[config.mk]
export PLATFORM = sky130hd
export DESIGN_NAME = servo_pulse_with_timed_ramp_core
export DESIGN_NICKNAME = d
export VERILOG_FILES = /design/src/rtl/spr_pkg.sv /design/src/rtl/servo_pulse_with_timed_ramp_core.sv /design/src/rtl/spr_div.sv /design/src/rtl/spr_dp.sv /design/src/rtl/spr_ctrl.sv
export SDC_FILE = /design/constraint.sdc
export NUM_CORES = 2
export LEC_CHECK = 0
export ABC_AREA = 0
export BUFFER_PORTS_ARGS = -buffer_cell sky130_fd_sc_hd__clkbuf_2
export CORE_MARGIN = 2
export CORE_UTILIZATION = 59
export DETAILED_ROUTE_END_ITERATION = 10
export PLACE_DENSITY = 0.83
export SYNTH_ARGS = -nofsm -noshare
export SYNTH_HDL_FRONTEND = slang
export SYNTH_SLANG_ARGS = --single-unit
export TNS_END_PERCENT = 50
[constraint.sdc]
create_clock -name clk -period 10.2 [get_ports clk]
set_input_delay 0.51 -clock clk [delete_from_list [all_inputs] [get_ports clk]]
set_output_delay 0.51 -clock clk [all_outputs]
set_load 0.02 [all_outputs]
[src/rtl/spr_pkg.sv]
// ----------------------------------------------------------------------------
// Servo pulse ramp package
// Shared types, constants and helpers for the servo pulse generator.
// ----------------------------------------------------------------------------
package spr_pkg;

  localparam int TICKS_PER_MS = 1000;
  localparam int SUB_W        = $clog2(TICKS_PER_MS + 1);

  localparam logic [7:0]  ANGLE_FULL     = 8'd180;
  localparam logic [15:0] RESET_MIN_US   = 16'd500;
  localparam logic [15:0] RESET_MAX_US   = 16'd2400;
  localparam logic [15:0] RESET_FRAME_US = 16'd20000;

  localparam int CFG_IDX_W = 3;
  localparam int CFG_W     = 16;
  localparam logic [CFG_IDX_W-1:0] CFG_MIN_PULSE  = 3'd0;
  localparam logic [CFG_IDX_W-1:0] CFG_MAX_PULSE  = 3'd1;
  localparam logic [CFG_IDX_W-1:0] CFG_FRAME      = 3'd2;
  localparam logic [CFG_IDX_W-1:0] CFG_INIT_ANGLE = 3'd3;

  localparam logic KIND_TICK = 1'b0;
  localparam logic KIND_MOVE = 1'b1;

  localparam int DIV_N_W   = 24;
  localparam int DIV_D_W   = 16;
  localparam int DIV_Q_W   = 8;
  localparam int DIV_CNT_W = 4;

  // The width mapping divides by 180 as a quarter divided by 45, through a
  // reciprocal that is exact for every product below 2**24.
  localparam int          WRECIP_SH = 31;
  localparam logic [25:0] WRECIP    = 26'd47721859;

  typedef struct packed {
    logic        kind;
    logic [15:0] move_time_ms;
    logic [7:0]  target_angle;
  } in_item_t;

  typedef struct packed {
    logic        pulse_level;
    logic [7:0]  current_angle;
    logic        moving;
    logic [15:0] pulse_width_us;
  } out_item_t;

  typedef struct packed {
    logic load;
    logic mul;
    logic ramp_div_start;
    logic ramp_stop;
    logic ramp_take;
    logic wmul;
    logic wscale;
    logic wtake;
    logic finish;
  } spr_cmd_t;

  typedef struct packed {
    logic ramp_go;
    logic div_done;
    logic out_free;
  } spr_sts_t;

  function automatic logic [7:0] sat_angle(input logic [7:0] a);
    return (a > ANGLE_FULL) ? ANGLE_FULL : a;
  endfunction

endpackage

[src/rtl/servo_pulse_with_timed_ramp_core.sv]
// ----------------------------------------------------------------------------
// Servo pulse generator with timed ramp
// Hobby-servo pulse generator that ramps linearly to a commanded angle.
// ----------------------------------------------------------------------------
// Each input request is either a one-microsecond tick or a move command that
// carries a target angle and a ramp time in milliseconds. Every request gives
// exactly one result: line level, current angle, ramp status and pulse width.
// Requests enter on in_valid/in_stall and results leave on out_valid/
// out_stall; a request is taken at a clock edge with valid high and stall low.
// One request is worked on at a time. After acceptance it passes through the
// multiply, check, width multiply, width scale and width take states to the
// result register; when a ramp is in progress, the ramp offset first goes
// through a one-bit-per-cycle divider of 8 steps before the quotient is
// taken. The width mapping uses a reciprocal multiply. The next request is
// taken in the cycle after the result is loaded. If the receiver stalls, the
// finished result is held; a second finished result waits in the controller
// until the first is taken. Registers are written through cfg_we, cfg_idx
// and cfg_wdata by the user only while idle; the block itself does not
// enforce this. Unknown indices are ignored. Synchronous reset restores the
// default configuration, holds the angle at zero and clears all counters.
// ----------------------------------------------------------------------------
module servo_pulse_with_timed_ramp_core (
  input  logic                           clk,
  input  logic                           rst_n,
  input  logic                           in_valid,
  output logic                           in_stall,
  input  spr_pkg::in_item_t              in_data,
  output logic                           out_valid,
  input  logic                           out_stall,
  output spr_pkg::out_item_t             out_data,
  input  logic                           cfg_we,
  input  logic [spr_pkg::CFG_IDX_W-1:0]  cfg_idx,
  input  logic [spr_pkg::CFG_W-1:0]      cfg_wdata
);
  import spr_pkg::*;

  spr_cmd_t cmd;
  spr_sts_t sts;

  spr_ctrl u_ctrl (
    .clk      (clk),
    .rst_n    (rst_n),
    .in_valid (in_valid),
    .in_stall (in_stall),
    .cmd      (cmd),
    .sts      (sts)
  );

  spr_dp u_dp (
    .clk       (clk),
    .rst_n     (rst_n),
    .in_data   (in_data),
    .cfg_we    (cfg_we),
    .cfg_idx   (cfg_idx),
    .cfg_wdata (cfg_wdata),
    .cmd       (cmd),
    .sts       (sts),
    .out_valid (out_valid),
    .out_stall (out_stall),
    .out_data  (out_data)
  );

endmodule

[src/rtl/spr_div.sv]
// ----------------------------------------------------------------------------
// Servo pulse ramp divider
// Restoring divider, one quotient bit per cycle, for quotients that fit in
// eight bits.
// ----------------------------------------------------------------------------
module spr_div (
  input  logic                         clk,
  input  logic                         rst_n,
  input  logic                         start,
  input  logic [spr_pkg::DIV_N_W-1:0]  dividend,
  input  logic [spr_pkg::DIV_D_W-1:0]  divisor,
  output logic [spr_pkg::DIV_Q_W-1:0]  quotient,
  output logic                         done
);
  import spr_pkg::*;

  localparam int SH_W = DIV_D_W + DIV_Q_W - 1;

  logic [DIV_N_W-1:0]   rem_r;
  logic [SH_W-1:0]      dsh_r;
  logic [DIV_Q_W-1:0]   q_r;
  logic [DIV_CNT_W-1:0] cnt_r;
  logic                 busy_r;
  logic                 done_r;
  logic [DIV_N_W-1:0]   dsh_ext;
  logic                 fits;

  assign dsh_ext  = {{(DIV_N_W-SH_W){1'b0}}, dsh_r};
  assign fits     = rem_r >= dsh_ext;
  assign quotient = q_r;
  assign done     = done_r;

  always_ff @(posedge clk) begin
    if (!rst_n) begin
      busy_r <= 1'b0;
      done_r <= 1'b0;
      cnt_r  <= '0;
    end else begin
      done_r <= 1'b0;
      if (start) begin
        rem_r  <= dividend;
        dsh_r  <= {divisor, {(DIV_Q_W-1){1'b0}}};
        q_r    <= '0;
        cnt_r  <= DIV_CNT_W'(DIV_Q_W);
        busy_r <= 1'b1;
      end else if (busy_r) begin
        if (fits) begin
          rem_r <= rem_r - dsh_ext;
        end
        q_r   <= {q_r[DIV_Q_W-2:0], fits};
        dsh_r <= dsh_r >> 1;
        cnt_r <= cnt_r - 1'b1;
        if (cnt_r == DIV_CNT_W'(1)) begin
          busy_r <= 1'b0;
          done_r <= 1'b1;
        end
      end
    end
  end

endmodule

[src/rtl/spr_dp.sv]
// ----------------------------------------------------------------------------
// Servo pulse ramp datapath
// Configuration, ramp and frame state, angle and width arithmetic, result
// register.
// ----------------------------------------------------------------------------
module spr_dp (
  input  logic                           clk,
  input  logic                           rst_n,
  input  spr_pkg::in_item_t              in_data,
  input  logic                           cfg_we,
  input  logic [spr_pkg::CFG_IDX_W-1:0]  cfg_idx,
  input  logic [spr_pkg::CFG_W-1:0]      cfg_wdata,
  input  spr_pkg::spr_cmd_t              cmd,
  output spr_pkg::spr_sts_t              sts,
  output logic                           out_valid,
  input  logic                           out_stall,
  output spr_pkg::out_item_t             out_data
);
  import spr_pkg::*;

  logic [15:0]        min_r, max_r, period_r;
  logic [15:0]        frame_r;
  logic [SUB_W-1:0]   sub_r;
  logic [15:0]        elapsed_r;
  logic [7:0]         start_r, goal_r, span_r, angle_r;
  logic [15:0]        rtime_r;
  logic               up_r, active_r, line_r, kind_r;
  logic [23:0]        prod_r, lim_r;
  logic signed [25:0] wprod_r;
  logic [15:0]        wq_r;
  logic [15:0]        width_r;
  logic               out_valid_r;
  out_item_t          out_r;

  logic [SUB_W-1:0]   sub_nxt;
  logic [7:0]         tgt;
  logic signed [16:0] diff;
  logic [25:0]        wmag;
  logic [47:0]        wsc;
  logic [16:0]        frame_nxt;
  logic               line_nxt;
  logic [DIV_Q_W-1:0] q;
  logic               div_done;

  assign sub_nxt   = sub_r + 1'b1;
  assign tgt       = sat_angle(in_data.target_angle);
  assign diff      = $signed({1'b0, max_r}) - $signed({1'b0, min_r});
  assign wmag      = wprod_r[25] ? 26'(-wprod_r) : 26'(wprod_r);
  assign wsc       = {26'd0, wmag[23:2]} * {22'd0, WRECIP};
  assign frame_nxt = {1'b0, frame_r} + 17'd1;
  assign line_nxt  = (kind_r == KIND_TICK) ? (frame_r < width_r) : line_r;

  spr_div u_div (
    .clk      (clk),
    .rst_n    (rst_n),
    .start    (cmd.ramp_div_start),
    .dividend (prod_r),
    .divisor  (rtime_r),
    .quotient (q),
    .done     (div_done)
  );

  assign sts.ramp_go  = active_r && (rtime_r != 16'd0) && (prod_r < lim_r);
  assign sts.div_done = div_done;
  assign sts.out_free = !out_valid_r || !out_stall;
  assign out_valid    = out_valid_r;
  assign out_data     = out_r;

  always_ff @(posedge clk) begin
    if (!rst_n) begin
      min_r       <= RESET_MIN_US;
      max_r       <= RESET_MAX_US;
      period_r    <= RESET_FRAME_US;
      frame_r     <= 16'd0;
      sub_r       <= '0;
      elapsed_r   <= 16'd0;
      start_r     <= 8'd0;
      goal_r      <= 8'd0;
      span_r      <= 8'd0;
      rtime_r     <= 16'd0;
      up_r        <= 1'b0;
      active_r    <= 1'b0;
      line_r      <= 1'b0;
      out_valid_r <= 1'b0;
    end else begin
      if (cfg_we) begin
        case (cfg_idx)
          CFG_MIN_PULSE:  min_r    <= cfg_wdata;
          CFG_MAX_PULSE:  max_r    <= cfg_wdata;
          CFG_FRAME:      period_r <= cfg_wdata;
          CFG_INIT_ANGLE: begin
            start_r  <= sat_angle(cfg_wdata[7:0]);
            goal_r   <= sat_angle(cfg_wdata[7:0]);
            active_r <= 1'b0;
          end
          default: ;
        endcase
      end

      if (cmd.load) begin
        kind_r <= in_data.kind;
        if (in_data.kind == KIND_MOVE) begin
          rtime_r   <= in_data.move_time_ms;
          start_r   <= goal_r;
          up_r      <= tgt > goal_r;
          span_r    <= (tgt > goal_r) ? tgt - goal_r : goal_r - tgt;
          goal_r    <= tgt;
          elapsed_r <= 16'd0;
          sub_r     <= '0;
          active_r  <= 1'b1;
        end else if (sub_nxt >= SUB_W'(TICKS_PER_MS)) begin
          sub_r <= '0;
          if (elapsed_r != 16'hFFFF) begin
            elapsed_r <= elapsed_r + 16'd1;
          end
        end else begin
          sub_r <= sub_nxt;
        end
      end

      if (cmd.mul) begin
        prod_r <= {8'd0, elapsed_r} * {16'd0, span_r};
        lim_r  <= {16'd0, span_r} * {8'd0, rtime_r};
      end

      if (cmd.ramp_stop) begin
        active_r <= 1'b0;
        start_r  <= goal_r;
        angle_r  <= goal_r;
      end

      if (cmd.ramp_take) begin
        angle_r <= up_r ? start_r + q : start_r - q;
      end

      if (cmd.wmul) begin
        wprod_r <= 26'($signed({1'b0, angle_r})) * 26'(diff);
      end

      if (cmd.wscale) begin
        wq_r <= wsc[WRECIP_SH+15:WRECIP_SH];
      end

      if (cmd.wtake) begin
        width_r <= wprod_r[25] ? min_r - wq_r : min_r + wq_r;
      end

      if (cmd.finish) begin
        out_valid_r          <= 1'b1;
        out_r.pulse_level    <= line_nxt;
        out_r.current_angle  <= angle_r;
        out_r.moving         <= active_r;
        out_r.pulse_width_us <= width_r;
        if (kind_r == KIND_TICK) begin
          line_r  <= line_nxt;
          frame_r <= (frame_nxt >= {1'b0, period_r}) ? 16'd0 : frame_nxt[15:0];
        end
      end else if (out_valid_r && !out_stall) begin
        out_valid_r <= 1'b0;
      end
    end
  end

endmodule

[src/rtl/spr_ctrl.sv]
// ----------------------------------------------------------------------------
// Servo pulse ramp controller
// Sequences one request through ramp evaluation, width mapping and output.
// ----------------------------------------------------------------------------
module spr_ctrl (
  input  logic               clk,
  input  logic               rst_n,
  input  logic               in_valid,
  output logic               in_stall,
  output spr_pkg::spr_cmd_t  cmd,
  input  spr_pkg::spr_sts_t  sts
);
  import spr_pkg::*;

  localparam logic [2:0] S_IDLE  = 3'd0;
  localparam logic [2:0] S_MUL   = 3'd1;
  localparam logic [2:0] S_CHK   = 3'd2;
  localparam logic [2:0] S_DIVA  = 3'd3;
  localparam logic [2:0] S_WMUL  = 3'd4;
  localparam logic [2:0] S_WSCL  = 3'd5;
  localparam logic [2:0] S_WTAKE = 3'd6;
  localparam logic [2:0] S_FIN   = 3'd7;

  logic [2:0] state_r, state_nxt;

  assign in_stall = (state_r != S_IDLE);

  always_comb begin
    state_nxt = state_r;
    cmd       = '0;
    case (state_r)
      S_IDLE: begin
        if (in_valid) begin
          cmd.load  = 1'b1;
          state_nxt = S_MUL;
        end
      end
      S_MUL: begin
        cmd.mul   = 1'b1;
        state_nxt = S_CHK;
      end
      S_CHK: begin
        if (sts.ramp_go) begin
          cmd.ramp_div_start = 1'b1;
          state_nxt          = S_DIVA;
        end else begin
          cmd.ramp_stop = 1'b1;
          state_nxt     = S_WMUL;
        end
      end
      S_DIVA: begin
        if (sts.div_done) begin
          cmd.ramp_take = 1'b1;
          state_nxt     = S_WMUL;
        end
      end
      S_WMUL: begin
        cmd.wmul  = 1'b1;
        state_nxt = S_WSCL;
      end
      S_WSCL: begin
        cmd.wscale = 1'b1;
        state_nxt  = S_WTAKE;
      end
      S_WTAKE: begin
        cmd.wtake = 1'b1;
        state_nxt = S_FIN;
      end
      S_FIN: begin
        if (sts.out_free) begin
          cmd.finish = 1'b1;
          state_nxt  = S_IDLE;
        end
      end
      default: state_nxt = S_IDLE;
    endcase
  end

  always_ff @(posedge clk) begin
    if (!rst_n) begin
      state_r <= S_IDLE;
    end else begin
      state_r <= state_nxt;
    end
  end

  a_accept_starts: assert property (@(posedge clk) disable iff (!rst_n)
    in_valid && !in_stall |=> state_r == S_MUL)
    else $error("accepted request did not start evaluation");

  a_div_done_expected: assert property (@(posedge clk) disable iff (!rst_n)
    sts.div_done |-> state_r == S_DIVA)
    else $error("divider finished while no division was awaited");

  a_finish_has_room: assert property (@(posedge clk) disable iff (!rst_n)
    cmd.finish |-> sts.out_free)
    else $error("result loaded over an untaken result");

  a_one_step_use: assert property (@(posedge clk) disable iff (!rst_n)
    cmd.ramp_div_start |-> !cmd.wscale)
    else $error("ramp division and width scaling issued together");

endmodule

==> impl_metrics.yaml <==
floorplan:
  die-area_um2: 66100
  die_h_um: 257
  fp.coreArea_um2: 63200
  initial_core_util_pct: 59.8
  die_w_um: 257
  rows: 92
  ioPinCount: 77
outcome:
  status: "completed"
cts:
  tritoncts.num_buffers: 39
  insertion_delay_ns: 0.59
  cts_tree: "built"
  cts.clk_slew.worst_paths_ns: 0.06
  htree_levels: 2
  cts_sinks: 338
  cts_buffer_depth: 3
  root_buffer: "clkbuf_16"
  hold_buffers: 0
final_layout:
  n_fill_cell: 4942
  layout_common_cells: "inv_1 (732), nand2_1 (489), ha_1 (476)"
  final_nets: 5065
  multiInputGateArea_um2: 25900
  drive_gt1_share_pct: 5.18
  layout_commonest_cell: "inv_1"
  area_delta_synth_final_pct: 6.73
  antenna_cells: 0
  seqCellArea_um2: 8720
synth:
  synth-simple-area-share_pct: 14.8
  yosys_warnings: 0
  async_flop_share_pct: 0
  synth-main-ff-cell: "edfxtp_1"
  synth_fp_nets: 5054
  synth_top_family_by_area: "adder cells"
  synth-compound-area-share_pct: 10.3
  synth.distinct_cells: 74
  synth_mux_area_share_pct: 0.560
  synth-xor-area-share_pct: 4.41
  yosysSeqAreaShare_pct: 23.1
  synth_edf_count: 195
  synth-seq-cells: 338
  synth_cells: 4105
  postSynthAreaPerCell_um2: 9.20
  syn_area_um2: 37800
  synthAdderAreaFrac_pct: 38.2
sta:
  relSlewSlack_pct: 14.2
  finalCritPeriodShare_pct: 95.9
  holdWs_ns: 0.135
  tightest_slew_ns: 1.28
  fmax_ghz: 0.102
  slew_violations: 0
  finalSetupViolCount: 0
  final_hold_viol_count: 0
  period_minus_slack_ns: 9.78
  fin_skew_ns: 0.0361
global_route:
  grt_pass1_vias: 29100
  track_usage_pct: 27.9
  grt_antenna_before_repair: 1
  grt_pass1_wl_um: 148000
  grt-ovfl-total: 0
  grt_max_degree: 97
worst_setup_path:
  critPathTopFamily: "simple AND/OR/NAND/NOR gates"
  worst_path_max_delay_cell: "or4_4"
  critPathArrivalTime_ns: 10.10
  max_stage_delay_ns: 0.59
  start_kind: "flop"
  cp_common_cell: "fa_1"
  worstPathMaxFanout: 4
  crit_path_end_kind: "flop"
  crit_buf_inv: 4
  crit_type: "flop to flop"
  cp_data_required_time_ns: 10.52
detailed_routing:
  dr.max_layer_used: "met5"
  post-route-drc-count: 0
  drt_iter0_drc: 2669
  detail-route-antenna-nets: 0
  wl_per_cell_um: 18.1
  wl_met1_um: 38900
  wl_met2_um: 40400
  drt-pass1-iter-count: 6
  drt_wl_total_um: 90200
  viasPerCell: 5.74
  routed-wl-met3_um: 8680
  vias: 28600
hold_path:
  hold_class: "input port to flop"
flow_run:
  cap_violations: 0
place:
  dpl.hpwl_um: 70500
  numPortBuffers: 76
  routabilityCongestion: 0.971
metrics by stage:
step	instance area (µm²)	setup TNS (ns)	setup WS (ns)	instances	utilization, %
after floorplan	37800	0	0.771	4105	-
after global placement	38900	0	0.463	4920	61.6
after detailed placement	38900	0	0.222	4920	61.6
after CTS	40300	0	0.162	4992	63.8
after global routing	40300	-0.00543	-0.00543	4993	63.8
final	40300	0	0.419	4993	63.8
synth_stat cells (all sizes together), types with 22 or more instances:
cell | instances | area, µm²
dfxtp | 143 | 2860
nand2 | 489 | 1840
a21o | 69 | 518
ha | 476 | 5960
o21ai | 160 | 801
inv | 733 | 2750
xor2 | 50 | 438
nand3 | 52 | 260
xnor2 | 140 | 1230
clkbuf | 126 | 473
and2 | 203 | 1270
edfxtp | 195 | 5860
nor2b | 49 | 307
a21oi | 212 | 1060
fa | 424 | 8490
nor2 | 177 | 664
o31ai | 22 | 179
a211oi | 23 | 173
nor3 | 36 | 180
nand2b | 43 | 269
nand4 | 26 | 163
area by class of cell:
type,instances,share of cell area (%)
Timing Repair Buffer,103,1.45
Sequential cell,338,21.6
Tap cell,846,2.63
Clock buffer,45,2.58
Multi-Input combinational cell,2901,64.1
Clock inverter,27,0.757
Inverter,733,6.82
state kept, by name (all words and copies together), names as in the netlist, 8 cells and up:
register and count:
u_dp.out_data 26, u_dp.wprod_r 25, u_dp.lim_r 24, u_dp.prod_r 24
u_dp.u_div.rem_r 24, u_dp.u_div.dsh_r 23, u_dp.elapsed_r 16, u_dp.frame_r 16
u_dp.max_r 16, u_dp.min_r 16, u_dp.period_r 16, u_dp.rtime_r 16
u_dp.width_r 16, u_dp.wq_r 16, u_dp.sub_r 10, u_dp.angle_r 8
u_dp.goal_r 8, u_dp.span_r 8, u_dp.start_r 8, u_dp.u_div.quotient 8
worst register-to-register path, delay by kind of cell (launching register included):
kind / cells / cell delay (ns)
AOI/OAI and AO/OA: 6 / 1.23
xor gates and xnor gates: 2 / 0.31
adders and majority gates: 8 / 3.52
buffers and inverters: 4 / 0.22
DFF: 1 / 0.42
and+or+nand+nor: 11 / 3.83
per-layer routing:
| layer | vias to the layer above | global-route usage, % |
|---|---|---|
| met1 | 13900 | 39.2 |
| met3 | 152 | 6.04 |
| met5 | - | 0 |
| li1 | 13300 | - |
| met4 | 2 | 7.74 |
| met2 | 1197 | 43.5 |
final timing paths:
kind / from / endpoint / slack (ns) / cells after the start
worst max-delay path: u_dp.wprod_r[2] / u_dp.wq_r[15] / 0.42 / 31
worst min-delay path: in_data[16] / u_dp.rtime_r[8] / 0.13 / 3
worst min register to register: u_dp.width_r[9] / u_dp.out_data[9] / 0.45 / 0
worst max register to register: u_dp.wprod_r[2] / u_dp.wq_r[15] / 0.42 / 31
kinds of logic (layout without fill, tap and decap cells):
family          Yosys count  in the layout
xor+xnor                190            190
flops                   338            338
simple gates           1158           1158
mux                      20             20
fa+ha+maj               900            900
buf+inv                 866            908
compound gates          633            633
what timing repair did:
action                                  4_1_cts  5_1_grt
hold endpoints to repair                      0        0
resized for setup                             0        5
buffers inserted                              0        1
endpoints found under the setup margin        0        7
Power is not shown: default switching activity piles up to over one toggle a cycle in this logic, so the estimate is an artifact.
